### src/rtl/core/tkh_pkg.sv
// Shared types and constants for the top-k min-heap selector.
package tkh_pkg;

  localparam int MAX_ENTRIES_DEF = 64;

  localparam int KIND_W    = 2;
  localparam int SCORE_W   = 8;
  localparam int TAG_W     = 16;
  localparam int FILL_W    = 7;
  localparam int CAP_W     = 7;
  localparam int ENTRY_W   = SCORE_W + TAG_W;
  localparam logic [CAP_W-1:0] CAP_RESET = 7'd50;

  // input tdata: offer_score, offer_tag
  localparam int S_DATA_W = 24;
  // output tdata: accepted, entry_score, entry_tag, entry_valid, fill_count, min_score
  localparam int M_FIELDS_W = 1 + SCORE_W + TAG_W + 1 + FILL_W + SCORE_W;
  localparam int M_DATA_W   = ((M_FIELDS_W + 7) / 8) * 8;

  typedef enum logic [KIND_W-1:0] {
    KIND_CLEAR = 2'd0,
    KIND_OFFER = 2'd1,
    KIND_DUMP  = 2'd2,
    KIND_NONE  = 2'd3
  } kind_t;

  typedef enum logic [3:0] {
    ST_IDLE,
    ST_UP,
    ST_UP_CMP,
    ST_DN_RDL,
    ST_DN_RDR,
    ST_DN_CMP,
    ST_RESP,
    ST_DUMP_RD,
    ST_DUMP_OUT
  } state_t;

endpackage

### src/rtl/core/top_k_min_heap_selector_top.sv
// Top-k min-heap selector: heap in one synchronous RAM, sift sequencer, APB capacity register.
//
//  channel | signals                                  | beat
//  s       | s_tvalid s_tready s_tdata s_tuser        | one command (clear, offer, dump)
//  m       | m_tvalid m_tready m_tdata m_tlast        | one result, tlast on the last of a command
//  apb     | psel penable pwrite paddr pwdata prdata  | capacity register at address 0
//
// Every heap level costs a RAM read plus a write: sift-up reads the parent, then
// compares and writes; sift-down reads the left child, reads the right child, then
// compares and writes. Clear, refused offers and the unused kind go straight to the
// response. A dump reads and sends each held entry in turn. New commands are taken only in idle.
// Reset (rst, synchronous) empties the heap and sets capacity to 50.
// A stalled m_tready holds the result register and the sequencer waits on it.
module top_k_min_heap_selector_top #(
  parameter int MAX_ENTRIES = tkh_pkg::MAX_ENTRIES_DEF
) (
  input  logic                          clk,
  input  logic                          rst,
  input  logic                          s_tvalid,
  output logic                          s_tready,
  input  logic [tkh_pkg::S_DATA_W-1:0]  s_tdata,   // offer_score[7:0], offer_tag[23:8]
  input  logic [tkh_pkg::KIND_W-1:0]    s_tuser,   // kind[1:0]
  output logic                          m_tvalid,
  input  logic                          m_tready,
  output logic [tkh_pkg::M_DATA_W-1:0]  m_tdata,   // accepted[0], entry_score[8:1],
                                                   // entry_tag[24:9], entry_valid[25],
                                                   // fill_count[32:26], min_score[40:33]
  output logic                          m_tlast,   // is_last
  input  logic                          psel,
  input  logic                          penable,
  input  logic                          pwrite,
  input  logic [2:0]                    paddr,
  input  logic [31:0]                   pwdata,
  output logic [31:0]                   prdata,
  output logic                          pready
);

  localparam int IDX_W = $clog2(MAX_ENTRIES);
  localparam int CNT_W = $clog2(MAX_ENTRIES + 1);
  localparam int CW    = IDX_W + 2;
  localparam int SW    = tkh_pkg::SCORE_W;
  localparam int TW    = tkh_pkg::TAG_W;
  localparam int EW    = tkh_pkg::ENTRY_W;
  localparam int FILL_W_L = tkh_pkg::FILL_W;

  tkh_pkg::state_t state, state_next;

  logic [tkh_pkg::CAP_W-1:0] cap_reg;
  logic [tkh_pkg::CAP_W-1:0] cap_eff;
  logic [CNT_W-1:0]          held, held_next;
  logic [SW-1:0]             root_score;

  logic [EW-1:0]             heap_mem [MAX_ENTRIES];
  logic [EW-1:0]             rdata;
  logic                      rd_en;
  logic [IDX_W-1:0]          rd_addr;
  logic                      wr_en;
  logic [IDX_W-1:0]          wr_addr;
  logic [EW-1:0]             wr_data;

  logic [SW-1:0]             mv_score, mv_score_next;
  logic [TW-1:0]             mv_tag, mv_tag_next;
  logic [IDX_W-1:0]          pos, pos_next;
  logic [EW-1:0]             lbuf;
  logic                      acc, acc_next;
  logic [IDX_W-1:0]          didx, didx_next;

  logic                      out_load;
  logic [tkh_pkg::M_DATA_W-1:0] out_data;
  logic                      out_last;

  // input fields
  tkh_pkg::kind_t            in_kind;
  logic [SW-1:0]             in_score;
  logic [TW-1:0]             in_tag;
  logic                      in_fire;

  // heap navigation
  logic [CW-1:0]             l_c, r_c, held_c;
  logic                      l_ok, r_ok;
  logic [IDX_W-1:0]          parent;
  logic [SW-1:0]             rd_score, lb_score;
  logic                      pick_r;
  logic [EW-1:0]             pick;
  logic [IDX_W-1:0]          pick_idx;
  logic                      out_free;
  logic                      dump_last;
  logic [FILL_W_L-1:0]       fill7;
  logic [SW-1:0]             min_now;

  assign in_kind  = tkh_pkg::kind_t'(s_tuser);
  assign in_score = s_tdata[SW-1:0];
  assign in_tag   = s_tdata[SW+TW-1:SW];
  assign s_tready = (state == tkh_pkg::ST_IDLE);
  assign in_fire  = s_tvalid && s_tready;

  assign cap_eff = (cap_reg == '0) ? tkh_pkg::CAP_W'(1) :
                   (cap_reg > tkh_pkg::CAP_W'(MAX_ENTRIES)) ? tkh_pkg::CAP_W'(MAX_ENTRIES) :
                   cap_reg;

  assign l_c      = {1'b0, pos, 1'b1};
  assign r_c      = l_c + CW'(1);
  assign held_c   = CW'(held);
  assign l_ok     = l_c < held_c;
  assign r_ok     = r_c < held_c;
  assign parent   = (pos - IDX_W'(1)) >> 1;
  assign rd_score = rdata[SW-1:0];
  assign lb_score = lbuf[SW-1:0];
  // equal children: left wins
  assign pick_r   = r_ok && (rd_score < lb_score);
  assign pick     = pick_r ? rdata : lbuf;
  assign pick_idx = pick_r ? r_c[IDX_W-1:0] : l_c[IDX_W-1:0];

  assign out_free  = !m_tvalid || m_tready;
  assign dump_last = (CNT_W'(didx) + CNT_W'(1)) == held;
  assign fill7     = FILL_W_L'(held);
  assign min_now   = (held != '0) ? root_score : '0;

  // APB
  assign pready = 1'b1;
  assign prdata = (paddr[2] == 1'b0) ? 32'(cap_reg) : 32'd0;

  // next state
  always_comb begin
    state_next = state;
    case (state)
      tkh_pkg::ST_IDLE: begin
        if (in_fire) begin
          case (in_kind)
            tkh_pkg::KIND_OFFER: begin
              if (tkh_pkg::CAP_W'(held) < cap_eff) begin
                state_next = tkh_pkg::ST_UP;
              end else if (held != '0 && in_score > root_score) begin
                state_next = tkh_pkg::ST_DN_RDL;
              end else begin
                state_next = tkh_pkg::ST_RESP;
              end
            end
            tkh_pkg::KIND_DUMP: begin
              state_next = (held == '0) ? tkh_pkg::ST_RESP : tkh_pkg::ST_DUMP_RD;
            end
            default: state_next = tkh_pkg::ST_RESP;
          endcase
        end
      end
      tkh_pkg::ST_UP:     state_next = (pos == '0) ? tkh_pkg::ST_RESP : tkh_pkg::ST_UP_CMP;
      tkh_pkg::ST_UP_CMP: state_next = (mv_score < rd_score) ? tkh_pkg::ST_UP : tkh_pkg::ST_RESP;
      tkh_pkg::ST_DN_RDL: state_next = l_ok ? tkh_pkg::ST_DN_RDR : tkh_pkg::ST_RESP;
      tkh_pkg::ST_DN_RDR: state_next = tkh_pkg::ST_DN_CMP;
      tkh_pkg::ST_DN_CMP: begin
        state_next = (pick[SW-1:0] < mv_score) ? tkh_pkg::ST_DN_RDL : tkh_pkg::ST_RESP;
      end
      tkh_pkg::ST_RESP:     state_next = out_free ? tkh_pkg::ST_IDLE : tkh_pkg::ST_RESP;
      tkh_pkg::ST_DUMP_RD:  state_next = tkh_pkg::ST_DUMP_OUT;
      tkh_pkg::ST_DUMP_OUT: begin
        if (out_free) begin
          state_next = dump_last ? tkh_pkg::ST_IDLE : tkh_pkg::ST_DUMP_RD;
        end
      end
      default: state_next = tkh_pkg::ST_IDLE;
    endcase
  end

  // datapath and memory controls
  always_comb begin
    rd_en         = 1'b0;
    rd_addr       = '0;
    wr_en         = 1'b0;
    wr_addr       = pos;
    wr_data       = {mv_tag, mv_score};
    held_next     = held;
    mv_score_next = mv_score;
    mv_tag_next   = mv_tag;
    pos_next      = pos;
    acc_next      = acc;
    didx_next     = didx;
    out_load      = 1'b0;
    out_data      = '0;
    out_last      = 1'b1;
    case (state)
      tkh_pkg::ST_IDLE: begin
        if (in_fire) begin
          acc_next      = 1'b0;
          didx_next     = '0;
          mv_score_next = in_score;
          mv_tag_next   = in_tag;
          case (in_kind)
            tkh_pkg::KIND_CLEAR: held_next = '0;
            tkh_pkg::KIND_OFFER: begin
              if (tkh_pkg::CAP_W'(held) < cap_eff) begin
                // hole at the new leaf
                pos_next  = held[IDX_W-1:0];
                held_next = held + CNT_W'(1);
                acc_next  = 1'b1;
              end else if (held != '0 && in_score > root_score) begin
                // hole at the root
                pos_next = '0;
                acc_next = 1'b1;
              end
            end
            default: ;
          endcase
        end
      end
      tkh_pkg::ST_UP: begin
        if (pos == '0) begin
          wr_en = 1'b1;
        end else begin
          rd_en   = 1'b1;
          rd_addr = parent;
        end
      end
      tkh_pkg::ST_UP_CMP: begin
        wr_en = 1'b1;
        if (mv_score < rd_score) begin
          wr_data  = rdata;
          pos_next = parent;
        end
      end
      tkh_pkg::ST_DN_RDL: begin
        if (l_ok) begin
          rd_en   = 1'b1;
          rd_addr = l_c[IDX_W-1:0];
        end else begin
          wr_en = 1'b1;
        end
      end
      tkh_pkg::ST_DN_RDR: begin
        if (r_ok) begin
          rd_en   = 1'b1;
          rd_addr = r_c[IDX_W-1:0];
        end
      end
      tkh_pkg::ST_DN_CMP: begin
        wr_en = 1'b1;
        if (pick[SW-1:0] < mv_score) begin
          wr_data  = pick;
          pos_next = pick_idx;
        end
      end
      tkh_pkg::ST_RESP: begin
        out_load = out_free;
        out_data = tkh_pkg::M_DATA_W'({min_now, fill7, 1'b0, {TW{1'b0}}, {SW{1'b0}}, acc});
      end
      tkh_pkg::ST_DUMP_RD: begin
        rd_en   = 1'b1;
        rd_addr = didx;
      end
      tkh_pkg::ST_DUMP_OUT: begin
        out_load = out_free;
        out_last = dump_last;
        out_data = tkh_pkg::M_DATA_W'({min_now, fill7, 1'b1, rdata[EW-1:SW], rd_score, 1'b0});
        if (out_free) begin
          didx_next = didx + IDX_W'(1);
        end
      end
      default: ;
    endcase
  end

  // heap RAM
  always_ff @(posedge clk) begin
    if (wr_en) begin
      heap_mem[wr_addr] <= wr_data;
    end
    if (rd_en) begin
      rdata <= heap_mem[rd_addr];
    end
  end

  always_ff @(posedge clk) begin
    if (rst) begin
      state    <= tkh_pkg::ST_IDLE;
      held     <= '0;
      cap_reg  <= tkh_pkg::CAP_RESET;
      m_tvalid <= 1'b0;
    end else begin
      state <= state_next;
      held  <= held_next;
      if (psel && penable && pwrite && pready && paddr[2] == 1'b0) begin
        cap_reg <= pwdata[tkh_pkg::CAP_W-1:0];
      end
      if (out_load) begin
        m_tvalid <= 1'b1;
      end else if (m_tready) begin
        m_tvalid <= 1'b0;
      end
    end
  end

  always_ff @(posedge clk) begin
    mv_score <= mv_score_next;
    mv_tag   <= mv_tag_next;
    pos      <= pos_next;
    acc      <= acc_next;
    didx     <= didx_next;
    if (state == tkh_pkg::ST_DN_RDR) begin
      lbuf <= rdata;
    end
    // shadow of the root score for the refuse test and min_score
    if (wr_en && wr_addr == '0) begin
      root_score <= wr_data[SW-1:0];
    end
    if (out_load) begin
      m_tdata <= out_data;
      m_tlast <= out_last;
    end
  end

endmodule

### config.mk
export PLATFORM = sky130hd
export DESIGN_NAME = top_k_min_heap_selector_top
export DESIGN_NICKNAME = d
export VERILOG_FILES = /design/src/rtl/core/tkh_pkg.sv /design/src/rtl/core/top_k_min_heap_selector_top.sv
export SDC_FILE = /design/constraint.sdc
export NUM_CORES = 2
export LEC_CHECK = 0
export ABC_AREA = 1
export BUFFER_PORTS_ARGS = -buffer_cell sky130_fd_sc_hd__buf_2
export CAP_MARGIN = 20
export CORE_MARGIN = 2
export CORE_UTILIZATION = 63
export CTS_CLUSTER_DIAMETER = 100
export CTS_CLUSTER_SIZE = 28
export DETAILED_ROUTE_END_ITERATION = 10
export PLACE_DENSITY = 0.8
export SLEW_MARGIN = 20
export SYNTH_ARGS = -nofsm -noshare
export SYNTH_HDL_FRONTEND = slang
export SYNTH_SLANG_ARGS = --single-unit
### constraint.sdc
create_clock -name clk -period 6.58 [get_ports clk]
set_clock_uncertainty 0.2 [all_clocks]
set_input_delay 0.987 -clock clk [delete_from_list [all_inputs] [get_ports clk]]
set_output_delay 0.987 -clock clk [all_outputs]
set_load 0.005 [all_outputs]
==> flow_summary_export.csv <==
group,metric,value,unit
outcome,run_status,"finished, final reports clean",
critical_path,cp_slowest_cell,"edfxtp_1",
finish,reg.largest.list,"heap_mem x1536, m_tdata x41",
yosys,synth_edf_count,1671,
floorplan,dieArea,116000,µm²
floorplan,floorplan.initialDensity,63.4,%
clock_tree,cts_tree,"done",
yosys,synth-seq-cells,1690,
pwr,p_comb_share,36.1,%
clock_tree,cts_resized,0,
timing,period_needed,5670,ps
timing,fmaxAchievable,176,MHz
timing,hold_viol_final,0,
yosys,synth_commonest_cells,"nand2_1 (1,985), edfxtp_1 (1,671), nand3_1 (1,098)",
clock_tree,cts_root_buffer,"clkbuf_16",
route,wirelength,180,mm
pwr,p_leak,27.2,nW
finish,seqCellArea,50600,µm²
global_route,grt_util_met1,41.7,%
route,vias,47800,
pwr,pwr_density_cell,412,nW/µm²
worst_hold_path,hp-class,"input pin to register",
route,drtIter0Drc,6962,
pwr,p_sw,12.1,mW
global_route,antenna_found_initial,2,
critical_path,cp-end-kind,"register",
pwr,swShare,39.0,%
global_route,grt_pass1_vias,44700,
timing,timing.hold.ws,247,ps
critical_path,critical_path_arrival,5900,ps
flow_run,maxCapViolations,0,
timing,rsz0062_at_grt,"false",
timing,max-slew-margin-rel,26.3,%
critical_path,slowest_delay,530,ps
route,wl_per_cell,23.2,µm
timing,drv_slew,0,
finish,layout-drive-gt1-share,6.88,%
route,via_per_inst,6.15,
critical_path,cp-start-kind,"register",
clock_tree,hold_buffers,0,
clock_tree,postCtsSetupRepairBufs,0,
global_route,grt_use_met3,4.99,%
clock_tree,clk_latency,710,ps
yosys,synth_ff_type,"edfxtp_1",
yosys,synth_cell_types,45,
floorplan,row_count,123,
floorplan,core,112000,µm²
finish,top_register,"heap_mem",
critical_path,cpMostUsedCell,"nand2_1",
clock_tree,cts_buffers,70,
place,place_hpwl,99.4,mm
finish,area_growth,5.76,%
place,port-buffer-count,91,
global_route,met2_usage,48.9,%
timing,finalSetupViolCount,0,
critical_path,crit_type,"register to register",
timing,tightest_slew,1100,ps
route,firstDrtPassIters,8,
yosys,synth_warnings,0,
yosys,synthCells,6322,
clock_tree,cts.path.max_buffers,3,
yosys,syn_avg_cell_area,11.3,µm²
floorplan,num_io_pins,152,
yosys,yosys.area.top_type_share,70.5,%
yosys,synth.most_common_cell,"nand2_1",
critical_path,critPathMaxFanout,34,
finish,largest_register_ffs,1536,
pwr,internal_power,18.9,mW
pwr,seq_power_share,47.3,%
clock_tree,clock-sinks,1690,
route,antenna_left,0,
pwr,clkPwrFrac,16.6,%
pwr,peakVddDrop,0.361,mV
finish,fillCellCount,7697,
yosys,synth_top_area_cell,"edfxtp_1",
global_route,grt-busiest-layer,"met2",
global_route,grt_usage,30.9,%
yosys,synth-async-reset-ratio,0,%
global_route,grt-ovfl-total,0,
finish,multiInputGateArea,18200,µm²
global_route,grt_pass1_wl,268,mm
clock_tree,cts.clk_slew.worst_paths,100,ps
critical_path,crit_chain,"inv_2 > nor2_1 > inv_2 > o21ai_0 > inv_1 > ha_1 > a21oi_1 > o211ai_2 > nor2_2 > nand2_1 > o21ai_0 > ha_1 > a21oi_1 > nand2_1 > nand2_4 > nand2_4 > nand2_2 > nand3_4 > nand2_1 > nand2_2 > buf_4",
global_route,grt_max_degree,235,
critical_path,cp.required,6810,ps
yosys,syn-cell-area,71100,µm²
yosys,ys_seq_area_share,71.1,%
floorplan,dieHeight,340,µm
finish,nets,6375,
timing,tns,0,ps
route,remaining_drc_errors,0,
timing,min_period_over_period,86.2,%
floorplan,die_x,340,µm
finish,diodes,0,
clock_tree,cts_max_level,3,
place,place.gp.congestion,0.928,
yosys,yosys-top-cells-area,"edfxtp_1 (71%), nand2_1 (10%), nand3_1 (7.7%)",
cells in the final DEF, fill, tap and decap left out, types with 33 or more instances in the layout:
cell / Yosys / routed
conb_1: 2 / 33
edfxtp_1: 1671 / 1671
nand2_1: 1985 / 1967
o21ai_0: 136 / 136
o21ai_1: 102 / 102
clkbuf_16: 0 / 70
nand3_1: 1098 / 1091
nor2_2: 5 / 45
nand4_1: 33 / 33
inv_1: 233 / 233
a21oi_1: 39 / 39
buf_2: 251 / 91
nor2_1: 447 / 380
buf_4: 49 / 101
ha_1: 55 / 55
metrics by stage:
| step | total power, mW | instances | util [%] | worst slack (ps) | area [µm²] |
|---|---|---|---|---|---|
| finish | 31.0 | 7769 | 67.1 | 908 | 75200 |
| global route | 32.2 | 7769 | 67.1 | 614 | 75200 |
| detailed placement | 25.7 | 7679 | 65.3 | 1010 | 73300 |
| floorplan | 21.5 | 6353 | - | 1350 | 71300 |
| CTS | 30.7 | 7768 | 67.0 | 998 | 75200 |
| global placement | 25.4 | 7678 | 65.3 | 1080 | 73300 |
layout make-up:
type / instances / area share [%]
multi-input cells: 4020 / 24.1
clock inverters: 9 / 0.146
repair buffers: 220 / 2.34
flip-flops and latches: 1690 / 67.2
clock buffers: 80 / 2.42
inverters: 250 / 1.28
well taps: 1500 / 2.49
worst paths after layout:
path	from	endpoint	slack [ps]	depth (start not counted)
hold reg to reg	rdata[16]	lbuf[16]	290	0
setup / recovery	pos[0]	heap_mem[58][0]	910	21
hold / removal	s_tdata[14]	mv_tag[6]	250	1
setup reg to reg	pos[0]	heap_mem[58][0]	910	21
kinds of logic (layout without fill, tap and decap cells):
logic type	count (synthesis)	count (layout)	synth area share, %
buffers and inverters	643	559	4.15
other	2	33	0.0106
adder cells (fa/ha/maj)	55	55	0.967
AO/OA/AOI/OAI	306	306	2.27
flip-flops	1690	1690	71.1
AND/OR/NAND/NOR	3611	3611	21.4
XOR/XNOR	15	15	0.185
layer usage:
layer | vias to the layer above | share of wire [%]
met5 | - | 0.0072
met4 | 2 | 5.8
met3 | 481 | 12
met2 | 3103 | 47
met1 | 22700 | 36
li1 | 21500 | -
worst max-delay path: cells and delay by family, from the launching register on:
kind            cells  cell delay [ps]
compound gates      5              980
fa+ha+maj           2              530
buf+inv             4             1070
flops               1              530
simple gates       10             2080
power by group through the flow:
| stage | Sequential (mW) | Combinational (mW) | Clock [mW] |
|---|---|---|---|
| 2_1_floorplan | 14.9 | 6.57 | 0 |
| 3_3_place_gp | 14.9 | 10.5 | 0 |
| 3_5_place_dp | 14.9 | 10.8 | 0 |
| 4_1_cts | 14.6 | 10.9 | 5.13 |
| 5_1_grt | 14.7 | 12.0 | 5.48 |
| 6_report | 14.7 | 11.2 | 5.13 |
Note: power is estimated with default switching activity, not from simulation.
